$ cat config.mk
export PLATFORM = sky130hd
export DESIGN_NAME = pfb_queue
export DESIGN_NICKNAME = d
export VERILOG_FILES = /design/src/rtl/pfb_pkg.sv /design/src/rtl/pfb_queue.sv
export SDC_FILE = /design/constraint.sdc
export NUM_CORES = 1
export LEC_CHECK = 0
export ABC_AREA = 1
export ABC_CLOCK_PERIOD_IN_PS = 6000
export BUFFER_PORTS_ARGS = -buffer_cell sky130_fd_sc_hd__buf_2
export CAP_MARGIN = 25
export CORE_MARGIN = 5
export CORE_UTILIZATION = 25
export DETAILED_ROUTE_END_ITERATION = 10
export PLACE_DENSITY = 0.54
export SLEW_MARGIN = 20
export SYNTH_ARGS = -nofsm -noshare
export SYNTH_HDL_FRONTEND = slang
export SYNTH_SLANG_ARGS = --single-unit
$ cat constraint.sdc
create_clock -name clk -period 6 [get_ports clk]
set_input_delay 0.6 -clock clk [delete_from_list [all_inputs] [get_ports clk]]
set_output_delay 0.6 -clock clk [all_outputs]
set_load 0.02 [all_outputs]
$ cat src/rtl/pfb_pkg.sv
// ============================================================================
// pfb_pkg
// Shared codes and types for the page framebuffer tile blitter.
// ============================================================================
package pfb_pkg;

    // Item function codes as they arrive on the input channel.
    localparam logic [1:0] FUNC_WRITE = 2'd0;
    localparam logic [1:0] FUNC_START = 2'd1;
    localparam logic [1:0] FUNC_MERGE = 2'd2;
    localparam logic [1:0] FUNC_READ  = 2'd3;

    // Memory operations that the front end hands to the back end.
    localparam logic [1:0] OP_NONE  = 2'd0;
    localparam logic [1:0] OP_WRITE = 2'd1;
    localparam logic [1:0] OP_READ  = 2'd2;
    localparam logic [1:0] OP_MERGE = 2'd3;

    // Address width that covers the largest supported framebuffer.
    localparam int ADDR_W = 12;

    // One classified command, as it sits in the queue.
    typedef struct packed {
        logic [1:0]        op;
        logic [ADDR_W-1:0] addr_main;
        logic              main_ok;
        logic [7:0]        val_main;
        logic [ADDR_W-1:0] addr_spill;
        logic              spill_ok;
        logic [7:0]        val_spill;
        logic [7:0]        tile_advance;
        logic              tile_done;
        logic              dropped;
    } pfb_cmd_t;

endpackage

$ cat src/rtl/pfb_queue.sv
// ============================================================================
// pfb_queue
// Two-entry command queue between the front end and the memory engine.
// ============================================================================
module pfb_queue (
    input  logic                clk,
    input  logic                rst_n,
    input  logic                push_valid,
    output logic                push_ready,
    input  pfb_pkg::pfb_cmd_t   push_cmd,
    output logic                pop_valid,
    input  logic                pop_ready,
    output pfb_pkg::pfb_cmd_t   pop_cmd
);
    import pfb_pkg::*;

    pfb_cmd_t   entry_reg [2];
    logic       wr_ptr_reg, wr_ptr_next;
    logic       rd_ptr_reg, rd_ptr_next;
    logic [1:0] count_reg,  count_next;
    logic       do_push;
    logic       do_pop;

    assign push_ready = count_reg != 2'd2;
    assign pop_valid  = count_reg != 2'd0;
    assign pop_cmd    = entry_reg[rd_ptr_reg];
    assign do_push    = push_valid && push_ready;
    assign do_pop     = pop_valid && pop_ready;

    // Pointer and fill bookkeeping.
    always_comb
    begin
        wr_ptr_next = wr_ptr_reg ^ do_push;
        rd_ptr_next = rd_ptr_reg ^ do_pop;
        count_next  = count_reg + 2'(do_push) - 2'(do_pop);
    end

    always_ff @(posedge clk or negedge rst_n)
    begin
        if (!rst_n)
        begin
            wr_ptr_reg <= 1'b0;
            rd_ptr_reg <= 1'b0;
            count_reg  <= 2'd0;
        end
        else
        begin
            wr_ptr_reg <= wr_ptr_next;
            rd_ptr_reg <= rd_ptr_next;
            count_reg  <= count_next;
        end
    end

    // Entry storage carries no reset.
    always_ff @(posedge clk)
    begin
        if (do_push)
        begin
            entry_reg[wr_ptr_reg] <= push_cmd;
        end
    end

endmodule

==> qor.yml, run 1 <==
wl_met2_mm: 4.356
netlist-cell-type-count: 14
met3_length_um: 528
cts_buffer_depth: 2
synth_fp_nets: 373
antennaDiodeCount: 0
clock-sinks: 112
relSlewSlack_pct: 48.44
setup.worst_path.class: "reg2out"
hold_viol_final: 0
avgSynthCellArea_um2: 13.37
avgViaCountPerCell: 3.931
numCtsBuffers: 9
stdcell_area_mm2: 0.005284
initial_core_util_pct: 25.32
num_rows: 47
path_clk_slew_ns: 0.07
p_per_area_mw_per_mm2: 515.7
cts_root_buffer: "clkbuf_16"
dr.pass1.iters: 4
route.detailed.drc: 0
layout-drive-gt1-share_pct: 31.34
reg2reg_depth: 5
setup.worst_path.end_class: "primary output"
largest_reg_flops: 108
r2r-end: "entry_reg[0][30]"
period_needed_ns: 2.557
insertion_delay_ns: 0.35
syn2layout_area_growth_pct: 26.29
setup_violations: 0
gp_congestion: 0.6940
ir_worst_vdd_mv: 0.2284
core-area_mm2: 0.01652
gr-total-overflow: 0
crit_start: "rd_ptr_reg"
design.die.area_mm2: 0.01942
wl_mm: 8.772
worst_pin_slew_ns: 0.7716
highest_layer: "met5"
wl_per_cell_um: 13.41
io-pin-count: 114
grt_usage_pct: 9.140
synthCells: 313
min_path_type: "in2async"
die_y_um: 139.4
die_w_um: 139.4
ys_seq_area_share_pct: 79.90
grt_pass1_wl_mm: 13.98
cts_setup_buffers: 0
drt-initial-drc-count: 121
drt-met1-wl_mm: 3.733
rsz0062_at_grt: "false"
setup_tns_ns: 0
cp.required_ns: 5.40
final_nets: 489
grt_max_degree: 56
htree_levels: 3
status: "complete, no violations"
rrSetupSlack_ns: 3.77
vias: 2571
p_leak_nw: 2.244
netlist_area_mm2: 0.004184
endpoint: "pop_cmd[12]"
clock_skew_ns: 0.01132
fin_crit_sh_pct: 42.61
antenna_found_initial: 1
dp_hpwl_mm: 5.832
ant_nets: 0
grt_pass1_vias: 2705
startpoint_type: "flip-flop"
numPortBuffers: 113
r2r-start: "count_reg[1]"
finalPower_mw: 2.725
max_freq_ghz: 0.3911
drv_slew: 0
maxCapViolations: 0
ys_warn_count: 0
ys_ff_latch: 112
place_area_mm2: 0.004964
hold_buffers: 0
post_cts_resized: 0
critPathMaxFanout: 55
worstPathArrival_ns: 1.96
tritoncts: "done"
worst min path at each step:
stage | startpoint | end | slack, ns | cells after the start
3_5_place_dp | rst_n | count_reg[0] | 0.42 | 1
6_report | rst_n | wr_ptr_reg | 0.05 | 1
3_3_place_gp | rst_n | count_reg[0] | 0.41 | 1
5_1_grt | rst_n | wr_ptr_reg | 0.03 | 1
4_1_cts | rst_n | count_reg[0] | 0.03 | 1
2_1_floorplan | rst_n | count_reg[0] | 0.30 | 0
kinds of logic after synthesis:
group,share of synthesized area [%]
buffers and inverters,3.289
adder cells (fa/ha/maj),0.5980
XOR/XNOR,0.2094
AND/OR/NAND/NOR,15.88
AO/OA/AOI/OAI,0.1195
flip-flops,79.90
layer usage:
layer,vias to the layer above,GRT usage [%]
met4,2,3.244
met3,13,3.533
met5,-,0
met1,1214,10.42
met2,67,15.65
li1,1275,-
power breakdown:
group / switching (mW) / internal [mW]
logic: 0.716 / 0.265
registers: 0.0415 / 1.07
clock network: 0.264 / 0.367
total: 1.02 / 1.70
Yosys cell counts:
| master | n | area [um^2] |
|---|---|---|
| buf_6 | 6 | 67.56 |
| nand2_2 | 1 | 6.260 |
| nand3_1 | 1 | 5.000 |
| edfxtp_1 | 108 | 3243 |
| nor2_1 | 3 | 11.26 |
| ha_1 | 2 | 25.02 |
| buf_4 | 1 | 7.510 |
| o21ai_1 | 1 | 5.000 |
| buf_2 | 4 | 20.02 |
| inv_1 | 9 | 33.78 |
| xor2_1 | 1 | 8.760 |
| nand2_1 | 171 | 641.9 |
| inv_6 | 1 | 8.760 |
| dfrtp_1 | 4 | 100.1 |
area by class of cell:
cell class	instances	area, um^2
multi-input cells	180	713.2
flip-flops and latches	112	3344
clock buffers	10	229.0
repair buffers	116	588.1
clock inverters	6	91.34
inverters	10	42.54
fillers	1692	11240
well taps	220	275.3
critical path, stage by stage (launching register included):
cell and delay, ns:
dfrtp_2 0.34, buf_4 0.48, inv_6 0.31, nand2_1 0.15, nand2_1 0.08, buf_2 0.16
cell usage in the layout (no fill, tap or decap):
cell and count:
nand3_1 1, clkbuf_1 1, inv_1 9, xor2_1 1
inv_6 2, dfrtp_2 1, o21ai_1 1, dfrtp_1 3
ha_1 1, bufinv_16 2, nor2_4 1, clkbuf_16 9
nand2_2 1, clkinvlp_4 3, buf_4 3, nand2_1 171
ha_2 1, edfxtp_1 108, nor2_1 2, buf_2 113
stage by stage:
step,hold slack (ns),std cells,setup slack [ns],util (%)
after floorplan,0.3044,313,2.556,-
after global placement,0.4145,638,3.635,30.04
after detailed placement,0.4177,638,3.575,30.04
after CTS,0.03252,654,3.347,31.98
after global routing,0.02692,654,3.233,31.98
final,0.05038,654,3.443,31.98
No activity file was read; power rests on OpenSTA's default activity.
==> inputs of run 2 (changes only) <==
ABC_AREA = 0   (was 1)
ABC_CLOCK_PERIOD_IN_PS = 2160   (was 6000)
PLACE_DENSITY = 0.56   (was 0.54)
clock period = 2.16 ns   (was 6 ns; I/O delays follow)
==> run 2 against run 1 <==
Compared with the run above:
- clock-buffer cell count stayed put
- sequential power grew to 2.8 times the previous value
- total power grew to 2.6 times the previous value
- non-clock buffer count increased by 2
- register-to-register slack lost 3.2 ns
- worst hold slack gained 0.012 ns
- first-iteration DRC count down 45%
- sequential cell count stayed put
- final cell count shrank 18%
- synthesized cell count shrank 39%
==> qor.yml, run 2 <==
status: "complete, no violations"
synth_compound_area_share_pct: 0.7548  # +0.64 points
avgSynthCellArea_um2: 21.70  # +62%
worst_hold_slack_ns: 0.06262  # +0.01224 ns
finalPower_mw: 6.960  # +160%
die_w_um: 138.7  # -0.44%
tritoncts: "done"
ir_worst_vdd_mv: 0.5746  # +150%
synthXorXnorAreaFrac_pct: 0.4227  # +0.21 points
dp_hpwl_mm: 5.118  # -12%
antennaDiodeCount: 0  # unchanged
synthTopCellsByCount: "edfxtp_1 (108), mux2_2 (54), buf_6 (5)"
setup_tns_ns: 0  # unchanged
setup.worst_path.end_class: "primary output"
period_needed_ns: 1.846
async_flop_share_pct: 3.571  # unchanged
rrSetupSlack_ns: 0.58  # -3.19 ns
setup.worst_path.class: "reg2out"
min_path_type: "in2reg"
path_clk_slew_ns: 0.07  # about the same
antenna_found_initial: 0  # -1
yosys-top-cells-area: "edfxtp_1 (78%), mux2_2 (15%), dfrtp_1 (2.4%)"
fin_crit_sh_pct: 85.44
dp_slack_ns: 0.5764  # -2.998 ns
stdcell_area_mm2: 0.005233  # -0.97%
synth_fp_nets: 251  # -33%
multi_input_area_um2: 733.2  # +2.8%
ys_ff_latch: 112  # unchanged
cts_setup_buffers: 0  # unchanged
synth_top_family_by_area: "multiplexers"
wl_per_cell_um: 14.67  # +9.4%
synth-edff-count: 108  # unchanged
setup_violations: 0  # unchanged
hold_viol_final: 0  # unchanged
die_y_um: 138.7  # -0.44%
syn2layout_area_growth_pct: 26.27  # about the same
place_inst: 522  # -18%
cts_buffer_depth: 2  # unchanged
insertion_delay_ns: 0.34  # about the same
post_cts_resized: 0  # unchanged
ys_seq_area_share_pct: 80.68  # +0.77 points
synth_top_area_share_pct: 78.26  # +0.75 points
cp.required_ns: 1.94  # -3.46 ns
netlist-cell-type-count: 20  # +6
critPathMaxFanout: 29  # -47%
avgViaCountPerCell: 3.961  # +0.75%
maxCapViolations: 0  # unchanged
synthAdderAreaFrac_pct: 0.6039  # +0.0058 points
cts_root_buffer: "clkbuf_16"
stdcell_count: 536  # -18%
num_rows: 47  # unchanged
io-pin-count: 114  # unchanged
gp_congestion: 0.6803  # -2.0%
wl_mm: 7.862  # -10%
startpoint_type: "flip-flop"
setup_ws_ns: 0.3145  # -3.129 ns
grt_usage_pct: 8.182  # -0.96 points
ant_nets: 0  # unchanged
numPortBuffers: 113  # unchanged
seq_area_mm2: 0.003344  # unchanged
synthSimpleGateAreaFrac_pct: 1.147  # -15 points
dr.pass1.iters: 4  # unchanged
drt-initial-drc-count: 66  # -45%
clock_skew_ns: 0.003811  # -0.007510 ns
largest_reg_flops: 108  # unchanged
final_common_cell: "buf_2"
route.detailed.drc: 0  # unchanged
grt_max_degree: 55  # -1.8%
fillers: 1593  # -5.9%
hold_buffers: 1  # +1
ys_warn_count: 0  # unchanged
vias: 2123  # -17%
htree_levels: 3  # unchanged
relSlewSlack_pct: 72.40  # +24 points
max_freq_ghz: 0.5418
final_nets: 374  # -24%
p_per_area_mw_per_mm2: 1330  # +160%
initial_core_util_pct: 25.26  # -0.063 points
synth.area.mux_share_pct: 14.67  # +15 points
core-area_mm2: 0.01641  # -0.71%
grt_pass1_vias: 2370  # -12%
numCtsBuffers: 9  # unchanged
synth_flop_cell: "edfxtp_1"
netlist_area_mm2: 0.004144  # -0.96%
gr-total-overflow: 0  # unchanged
clock-sinks: 112  # unchanged
worst_pin_slew_ns: 0.4140  # -0.3576 ns
place_area_mm2: 0.004981  # +0.35%
final_util_pct: 31.89  # -0.084 points
grt_pass1_wl_mm: 12.12  # -13%
mostFrequentLayoutCells: "buf_2 (113), edfxtp_1 (108), mux2_2 (54)"
rsz0062_at_grt: "false"
layout-drive-gt1-share_pct: 58.54  # +27 points
synth_top_cell_by_area: "edfxtp_1"
drv_slew: 0  # unchanged
worstPathArrival_ns: 1.63  # -0.33 ns
design.die.area_mm2: 0.01925  # -0.89%
synth.most_common_cell: "edfxtp_1"
p_leak_nw: 1.919  # -14%
synthCells: 191  # -39%
run 2: report_power, final:
part | leakage [nW] | switching, mW | total [mW] | internal [mW]
Sequential | 1.05 | 0.117 | 3.09 | 2.97
Combinational | 0.748 | 1.49 | 2.45 | 0.964
Clock | 0.119 | 0.669 | 1.42 | 0.753
run 2: final cells by class:
cell class,instances,area share [%]
repair buffers,118,12.05
inverters,2,0.1435
clock buffers,10,4.376
clock inverters,3,0.2391
well taps,220,5.261
flip-flops and latches,112,63.92
multi-input cells,71,14.01
run 2: final timing paths:
| check | start | endpoint | cells after the start |
|---|---|---|---|
| setup / recovery | rd_ptr_reg | pop_cmd[29] | 3 |
| hold / removal | push_cmd[2] | entry_reg[1][2] | 1 |
| setup reg to reg | count_reg[0] | entry_reg[0][31] | 4 |
| hold reg to reg | count_reg[0] | count_reg[0] | 1 |
| max in group asynchronous | rst_n | rd_ptr_reg | 2 |
| min in group asynchronous | rst_n | count_reg[1] | 2 |
run 2: cell families (layout without fill, tap and decap cells):
group                      after synthesis  after routing
AOI/OAI and AO/OA                        4              4
xor gates and xnor gates                 2              2
adders and majority gates                2              2
buffers and inverters                    8            133
DFF                                    112            112
muxes                                   54             54
and+or+nand+nor                          9              9
run 2: routing by layer:
layer  up-vias  share of wire, %  GRT usage, %
met5         -                 0             0
li1        993                 -             -
met2        61                53         14.44
met1      1059                39         8.605
met3        10               6.0         3.207
met4         0               2.1         3.759
run 2: critical path, cell delays in order, from the launching register on:
cell and delay [ns]:
dfrtp_2 0.35, buf_4 0.36, mux2_2 0.39, buf_2 0.16
