[src/rtl/pfb_pkg.sv]
// ============================================================================
// pfb_pkg
// Shared codes and types for the page framebuffer tile blitter.
// ============================================================================
package pfb_pkg;

    // Item function codes as they arrive on the input channel.
    localparam logic [1:0] FUNC_WRITE = 2'd0;
    localparam logic [1:0] FUNC_START = 2'd1;
    localparam logic [1:0] FUNC_MERGE = 2'd2;
    localparam logic [1:0] FUNC_READ  = 2'd3;

    // Memory operations that the front end hands to the back end.
    localparam logic [1:0] OP_NONE  = 2'd0;
    localparam logic [1:0] OP_WRITE = 2'd1;
    localparam logic [1:0] OP_READ  = 2'd2;
    localparam logic [1:0] OP_MERGE = 2'd3;

    // Address width that covers the largest supported framebuffer.
    localparam int ADDR_W = 12;

    // One classified command, as it sits in the queue.
    typedef struct packed {
        logic [1:0]        op;
        logic [ADDR_W-1:0] addr_main;
        logic              main_ok;
        logic [7:0]        val_main;
        logic [ADDR_W-1:0] addr_spill;
        logic              spill_ok;
        logic [7:0]        val_spill;
        logic [7:0]        tile_advance;
        logic              tile_done;
        logic              dropped;
    } pfb_cmd_t;

endpackage

[src/rtl/pfb_in_if.sv]
// ============================================================================
// pfb_in_if
// Input channel: one item beat per valid/ready handshake.
// ============================================================================
interface pfb_in_if;
    logic       valid;
    logic       ready;
    logic [1:0] func;
    logic [9:0] address;
    logic [7:0] data;
    logic [6:0] cursor_x;
    logic [5:0] cursor_y;
    logic [7:0] tile_width;
    logic [7:0] tile_height;

    modport source (output valid, func, address, data, cursor_x, cursor_y,
                    tile_width, tile_height, input ready);
    modport sink   (input valid, func, address, data, cursor_x, cursor_y,
                    tile_width, tile_height, output ready);
endinterface

[src/rtl/pfb_front.sv]
// ============================================================================
// pfb_front
// Accepts items, keeps the tile cursor state and turns each item into a
// memory command with its result fields already worked out.
// ============================================================================
module pfb_front #(
    parameter int FB_COLUMNS = 128,
    parameter int FB_BYTES   = 1024
) (
    input  logic                clk,
    input  logic                rst_n,
    pfb_in_if.sink              item_in,
    input  logic                clear_busy,
    output logic                push_valid,
    input  logic                push_ready,
    output pfb_pkg::pfb_cmd_t   push_cmd
);
    import pfb_pkg::*;

    localparam int COL_W = $clog2(FB_COLUMNS + 1);
    localparam int LIN_W = 9 + COL_W + 1;
    localparam int PAGES = FB_BYTES / FB_COLUMNS;

    logic [6:0] base_column_reg,  base_column_next;
    logic [8:0] current_page_reg, current_page_next;
    logic [2:0] bit_shift_reg,    bit_shift_next;
    logic [7:0] column_count_reg, column_count_next;
    logic [7:0] rows_left_reg,    rows_left_next;
    logic [7:0] width_held_reg,   width_held_next;
    logic       tile_active_reg,  tile_active_next;

    logic             accept;
    logic [LIN_W-1:0] page_base;
    logic [LIN_W-1:0] lin_main;
    logic [LIN_W-1:0] lin_spill;
    logic             main_ok;
    logic             spill_en;
    logic             spill_ok;
    logic [15:0]      shifted;
    logic [7:0]       col_inc;
    logic [7:0]       rows_dec;
    logic             addr_in_range;

    assign item_in.ready = push_ready && !clear_busy;
    assign accept        = item_in.valid && item_in.ready;
    assign push_valid    = item_in.valid && !clear_busy;

    // Byte address of the current tile column and of its spill byte below.
    assign page_base = LIN_W'(current_page_reg) * LIN_W'(FB_COLUMNS);
    assign lin_main  = page_base + LIN_W'(base_column_reg) + LIN_W'(column_count_reg);
    assign lin_spill = lin_main + LIN_W'(FB_COLUMNS);
    assign main_ok   = lin_main < LIN_W'(FB_BYTES);
    assign spill_en  = (bit_shift_reg != 3'd0)
                    && ((10'(current_page_reg) + 10'd2) <= 10'(PAGES));
    assign spill_ok  = spill_en && (lin_spill < LIN_W'(FB_BYTES));
    assign shifted   = {8'd0, item_in.data} << bit_shift_reg;
    assign col_inc   = column_count_reg + 8'd1;
    assign rows_dec  = rows_left_reg - 8'd1;
    assign addr_in_range = {3'd0, item_in.address} < 13'(FB_BYTES);

    // Classify the item and work out the next tile state.
    always_comb
    begin
        base_column_next  = base_column_reg;
        current_page_next = current_page_reg;
        bit_shift_next    = bit_shift_reg;
        column_count_next = column_count_reg;
        rows_left_next    = rows_left_reg;
        width_held_next   = width_held_reg;
        tile_active_next  = tile_active_reg;

        push_cmd              = '0;
        push_cmd.op           = OP_NONE;
        push_cmd.addr_main    = ADDR_W'(item_in.address);
        push_cmd.val_main     = item_in.data;

        case (item_in.func)
            FUNC_WRITE:
            begin
                push_cmd.op      = OP_WRITE;
                push_cmd.main_ok = addr_in_range;
                push_cmd.dropped = !addr_in_range;
            end
            FUNC_START:
            begin
                base_column_next      = item_in.cursor_x;
                current_page_next     = 9'(item_in.cursor_y[5:3]);
                bit_shift_next        = item_in.cursor_y[2:0];
                width_held_next       = item_in.tile_width;
                rows_left_next        = item_in.tile_height;
                column_count_next     = 8'd0;
                tile_active_next      = (item_in.tile_width != 8'd0)
                                     && (item_in.tile_height != 8'd0);
                push_cmd.tile_advance = item_in.tile_width;
            end
            FUNC_MERGE:
            begin
                if (!tile_active_reg)
                begin
                    push_cmd.dropped = 1'b1;
                end
                else
                begin
                    push_cmd.op         = OP_MERGE;
                    push_cmd.addr_main  = ADDR_W'(lin_main);
                    push_cmd.main_ok    = main_ok;
                    push_cmd.val_main   = shifted[7:0];
                    push_cmd.addr_spill = ADDR_W'(lin_spill);
                    push_cmd.spill_ok   = spill_ok;
                    push_cmd.val_spill  = shifted[15:8];
                    push_cmd.dropped    = !main_ok || (spill_en && !spill_ok);
                    column_count_next   = col_inc;
                    if (col_inc == width_held_reg)
                    begin
                        column_count_next = 8'd0;
                        current_page_next = current_page_reg + 9'd1;
                        rows_left_next    = rows_dec;
                        if (rows_dec == 8'd0)
                        begin
                            push_cmd.tile_done = 1'b1;
                            tile_active_next   = 1'b0;
                        end
                    end
                end
            end
            default:
            begin
                push_cmd.op = addr_in_range ? OP_READ : OP_NONE;
            end
        endcase
    end

    // Tile state only moves on an accepted beat.
    always_ff @(posedge clk or negedge rst_n)
    begin
        if (!rst_n)
        begin
            base_column_reg  <= '0;
            current_page_reg <= '0;
            bit_shift_reg    <= '0;
            column_count_reg <= '0;
            rows_left_reg    <= '0;
            width_held_reg   <= '0;
            tile_active_reg  <= 1'b0;
        end
        else if (accept)
        begin
            base_column_reg  <= base_column_next;
            current_page_reg <= current_page_next;
            bit_shift_reg    <= bit_shift_next;
            column_count_reg <= column_count_next;
            rows_left_reg    <= rows_left_next;
            width_held_reg   <= width_held_next;
            tile_active_reg  <= tile_active_next;
        end
    end

endmodule

[src/flat_wrapper.sv]
// flat-port wrapper written by rule: the top's interface ports become plain ports
module pfb_front_flat import pfb_pkg::*;
#(
    parameter int FB_COLUMNS = 128,
    parameter int FB_BYTES   = 1024
)
  (clk, rst_n, clear_busy, push_valid, push_ready, push_cmd, item_in_valid, item_in_func, item_in_address, item_in_data, item_in_cursor_x, item_in_cursor_y, item_in_tile_width, item_in_tile_height, item_in_ready);
  pfb_in_if item_in_i ();
  input  logic clk;
  input  logic rst_n;
  input  logic clear_busy;
  output logic push_valid;
  input  logic push_ready;
  output pfb_pkg::pfb_cmd_t push_cmd;
  input wire logic [$bits(item_in_i.valid)-1:0] item_in_valid;
  input wire logic [$bits(item_in_i.func)-1:0] item_in_func;
  input wire logic [$bits(item_in_i.address)-1:0] item_in_address;
  input wire logic [$bits(item_in_i.data)-1:0] item_in_data;
  input wire logic [$bits(item_in_i.cursor_x)-1:0] item_in_cursor_x;
  input wire logic [$bits(item_in_i.cursor_y)-1:0] item_in_cursor_y;
  input wire logic [$bits(item_in_i.tile_width)-1:0] item_in_tile_width;
  input wire logic [$bits(item_in_i.tile_height)-1:0] item_in_tile_height;
  output wire logic [$bits(item_in_i.ready)-1:0] item_in_ready;
  assign item_in_i.valid = item_in_valid;
  assign item_in_i.func = item_in_func;
  assign item_in_i.address = item_in_address;
  assign item_in_i.data = item_in_data;
  assign item_in_i.cursor_x = item_in_cursor_x;
  assign item_in_i.cursor_y = item_in_cursor_y;
  assign item_in_i.tile_width = item_in_tile_width;
  assign item_in_i.tile_height = item_in_tile_height;
  assign item_in_ready = item_in_i.ready;
  pfb_front #(.FB_COLUMNS(FB_COLUMNS), .FB_BYTES(FB_BYTES)) u_core (.clk(clk), .rst_n(rst_n), .item_in(item_in_i), .clear_busy(clear_busy), .push_valid(push_valid), .push_ready(push_ready), .push_cmd(push_cmd));
endmodule
[config.mk]
export PLATFORM = sky130hd
export DESIGN_NAME = pfb_front_flat
export DESIGN_NICKNAME = d
export VERILOG_FILES = /design/src/rtl/pfb_pkg.sv /design/src/rtl/pfb_in_if.sv /design/src/rtl/pfb_front.sv /design/src/flat_wrapper.sv
export SDC_FILE = /design/constraint.sdc
export NUM_CORES = 1
export LEC_CHECK = 0
export ABC_AREA = 1
export BUFFER_PORTS_ARGS = -buffer_cell sky130_fd_sc_hd__buf_4
export CAP_MARGIN = 20
export CORE_MARGIN = 4
export CORE_UTILIZATION = 54
export CTS_CLUSTER_SIZE = 12
export DETAILED_ROUTE_END_ITERATION = 8
export PLACE_DENSITY = 0.81
export SYNTH_ARGS = -nofsm -noshare
export SYNTH_HDL_FRONTEND = slang
export SYNTH_SLANG_ARGS = --single-unit
[constraint.sdc]
create_clock -name clk -period 2.8 [get_ports clk]
set_clock_uncertainty 0.05 [all_clocks]
set_input_delay 0.14 -clock clk [delete_from_list [all_inputs] [get_ports clk]]
set_output_delay 0.14 -clock clk [all_outputs]
set_load 0.1 [all_outputs]
==> flow_summary.json <==
{
  "drc": 0,
  "cts_root_buffer": "clkbuf_8",
  "totalWireLength_mm": 13.6,
  "hold_slack_ns": 0.00433,
  "n_fill_cell": 576,
  "yosys_warnings": 0,
  "path_buf_inv": 3,
  "timing.rr.start": "u_core.column_count_reg[0]$_DFFE_PN0P_",
  "critPathKind": "reg2out",
  "design_area_sq_mm": 0.00595,
  "gp_congestion": 0.891,
  "yosysSeqAreaShare_pct": 26.0,
  "coreArea_sq_mm": 0.00769,
  "postRouteAntennaNets": 0,
  "top_level_ports": 110,
  "rows": 32,
  "crit_cells": 18,
  "fin_ws_ns": -0.217,
  "yosysTopAreaCell": "dfrtp_1",
  "share_comb_of_total_power_pct": 61.9,
  "grt_pass1_wl_mm": 20.7,
  "drtIter0Drc": 271,
  "antenna_found_initial": 0,
  "p_sw_mw": 1.91,
  "die_x_microns": 96.6,
  "synth_top_flop_cell": "dfrtp_1",
  "outcome": "finished, violations left",
  "overflow": 0,
  "intPower_mw": 1.83,
  "synthesis.nets": 721,
  "rsz0062_at_grt": "true",
  "tightest_slew_ns": 0.620,
  "timing.critical_path.mode_cell": "nand2_1",
  "hold_viol": 0,
  "p_total_mw": 3.74,
  "antenna_cells": 0,
  "drive_gt1_share_pct": 36.5,
  "r2r_slack_ns": 0.31,
  "finalCritPeriodShare_pct": 108,
  "clock_power_share_pct": 14.3,
  "first_global_vias": 4508,
  "drtPass1Iterations": 5,
  "post_drt_wl_per_cell_microns": 15.4,
  "cts_buffers": 5,
  "syn_area_per_cell_sq_um": 6.55,
  "dpl.hpwl_mm": 9.91,
  "critPathMaxStageDelay_ns": 0.40,
  "finalNonFillerCells": 886,
  "p_per_area_mw_per_mm2": 629,
  "crit_path_end_kind": "primary output",
  "dieArea_sq_mm": 0.00932,
  "leakage_nw": 3.00,
  "hold_path_class": "in2reg",
  "slowest_stage": "dfrtp_1",
  "setup_tns_ns": -0.658,
  "ctsHtreeMaxLevel": 2,
  "max_clock_freq_ghz": 0.331,
  "start_kind": "flip-flop",
  "ir_worst_vdd_mv": 0.384,
  "pwr-share-seq_pct": 23.8,
  "violations": "setup timing",
  "grt_max_degree": 45,
  "critPathMaxFanout": 3,
  "synth_seq_cells": 44,
  "r2r_end": "u_core.current_page_reg[8]$_DFFE_PN0P_",
  "cp-startpoint": "u_core.column_count_reg[1]$_DFFE_PN0P_",
  "crit_family": "simple AND/OR/NAND/NOR gates",
  "cts_tree": "built",
  "port_buffers": 108,
  "cts.clk_slew.worst_paths_ns": 0.09,
  "dp.cells": 861,
  "synthCells": 647,
  "swShare_pct": 51.1,
  "initial_core_util_pct": 55.1,
  "setup_viol": 4,
  "critPathRequiredTime_ns": 2.61,
  "cp-endpoint": "push_cmd[0]",
  "syn2layout_area_growth_pct": 40.5,
  "synth.area.top_cells": "dfrtp_1, nand2_1, inv_1",
  "synth_cell_type_count": 45,
  "r2r_cells": 10,
  "path_cells": "buf_4 > ha_1 > nand2_1 > nand2_1 > nand3_1 > nand2_1 > nand2_1 > nand2_2 > buf_4 > nand2_1 > nor2_1 > nand3_1 > nand2_1 > nor2_1 > nand2_2 > nand2_2 > a21oi_4 > buf_12",
  "vias": 4819,
  "cts_sinks": 44,
  "clk_path_buf_depth": 2,
  "slew_violations": 0,
  "syn-cell-area_sq_mm": 0.00424,
  "async_flop_share_pct": 100,
  "nNetsFinal": 857,
  "maxSlewHeadroom_pct": 58.7,
  "insertion_delay_ns": 0.30,
  "largest_reg_flops": 9,
  "drv_cap": 0,
  "yosysTopAreaCellShare_pct": 26.0,
  "dieHeight_microns": 96.6,
  "grtUsageTotal_pct": 28.3,
  "synth_edf_count": 0,
  "place_area_sq_mm": 0.00539,
  "arrival_ns": 2.83,
  "fin_crit_ns": 3.02,
  "viasPerCell": 5.44
}
-- cell families (layout without fill, tap and decap cells) --
logic type,count (synthesis),count (layout),share of synthesized area [%]
XOR/XNOR,19,19,3.93
buffers and inverters,121,258,11.7
other,1,1,0.0885
AND/OR/NAND/NOR,335,335,35.1
multiplexers,11,11,2.81
AO/OA/AOI/OAI,96,96,14.3
flip-flops,44,44,26.0
adder cells (fa/ha/maj),20,20,6.09
-- stage by stage --
stage | util (%) | setup WS, ns
after floorplan | - | -0.302
after global placement | 70.2 | 0.0564
after detailed placement | 70.2 | -0.0133
after CTS | 75.4 | -0.134
after global routing | 77.4 | -0.375
final | 77.4 | -0.217
-- metal layers --
layer	vias to the layer above	GRT usage, %	wire, microns
li1	2348	-	-
met1	2217	35.8	5350
met2	221	49.0	6770
met3	33	4.34	1130
met4	0	9.70	384
met5	-	0	0
-- tightest hold or removal path: stages --
cell     delay [ns]
buf_4          0.09
nand2_1        0.04
o21ai_0        0.05
-- layout make-up --
cell class / count / area (sq um) / share of cell area [%]
Clock buffer: 6 / 82.6 / 1.39
Sequential cell: 44 / 1100 / 18.5
Inverter: 97 / 364 / 6.12
Tap cell: 102 / 128 / 2.14
Clock inverter: 2 / 38.8 / 0.652
Multi-Input combinational cell: 482 / 2990 / 50.2
Timing Repair Buffer: 153 / 1250 / 21.0
-- power groups by stage --
stage / Combinational [mW] / Clock [mW] / Sequential, mW
final: 2.32 / 0.534 / 0.891
after global routing: 2.48 / 0.571 / 0.905
after CTS: 2.20 / 0.540 / 0.881
after detailed placement: 2.07 / 0 / 0.885
after global placement: 2.02 / 0 / 0.875
after floorplan: 1.59 / 0 / 0.856
-- cells in the mapped netlist, types with 2 or more instances --
cell	number
a21oi_1	8
nor4_1	5
nor3_1	6
o21ai_1	2
mux2_2	7
o221ai_1	3
buf_4	2
clkinv_1	2
inv_1	93
clkbuf_1	14
inv_2	2
o22ai_1	11
nand2_1	185
o21ai_2	15
mux2i_1	4
a21boi_0	3
nor2_1	52
nand3_1	46
xor2_1	16
o21ai_0	45
buf_2	4
or2_2	10
nand3_2	3
o21bai_1	2
nand2_4	2
ha_1	19
dfrtp_1	44
a22oi_1	2
xnor2_1	3
nand4_1	12
nand2_2	8
nor3_2	3
buf_8	2
-- worst min-delay path by stage --
stage / cells past startpoint / from / endpoint
detailed placement: 1 / rst_n / u_core.rows_left_reg[2]$_DFFE_PN0P_
CTS: 3 / item_in_tile_width[3] / u_core.width_held_reg[3]$_DFFE_PN0P_
floorplan: 0 / rst_n / u_core.base_column_reg[0]$_DFFE_PN0P_
global route: 2 / item_in_cursor_x[2] / u_core.base_column_reg[2]$_DFFE_PN0P_
finish: 3 / item_in_tile_width[3] / u_core.width_held_reg[3]$_DFFE_PN0P_
global placement: 1 / rst_n / u_core.rows_left_reg[3]$_DFFE_PN0P_
-- cell usage in the layout (no fill, tap or decap), types with 4 or more instances in the layout --
master	count
nand2_1	169
buf_4	140
inv_1	89
dfrtp_1	43
nor2_1	36
nand3_1	36
o21ai_0	36
nand2_2	21
o21ai_2	19
xor2_1	15
nor2_2	14
nand3_2	13
nand4_1	12
ha_1	11
or2_2	10
o21ai_1	7
mux2_2	7
inv_2	6
nor3_1	6
o22ai_2	6
ha_4	6
clkbuf_8	6
buf_12	6
a21oi_1	5
nand2_4	5
nor4_1	5
o22ai_1	5
mux2i_1	4
buf_6	4
-- timing repair --
item	in CTS	in global routing
cloned	0	0
endpoints found under the setup margin	4	8
hold endpoints to repair	45	0
resized for setup	40	33
hold buffers	2	0
pin swaps	14	17
buffers inserted	11	4
Note: power is estimated with default switching activity, not from simulation.
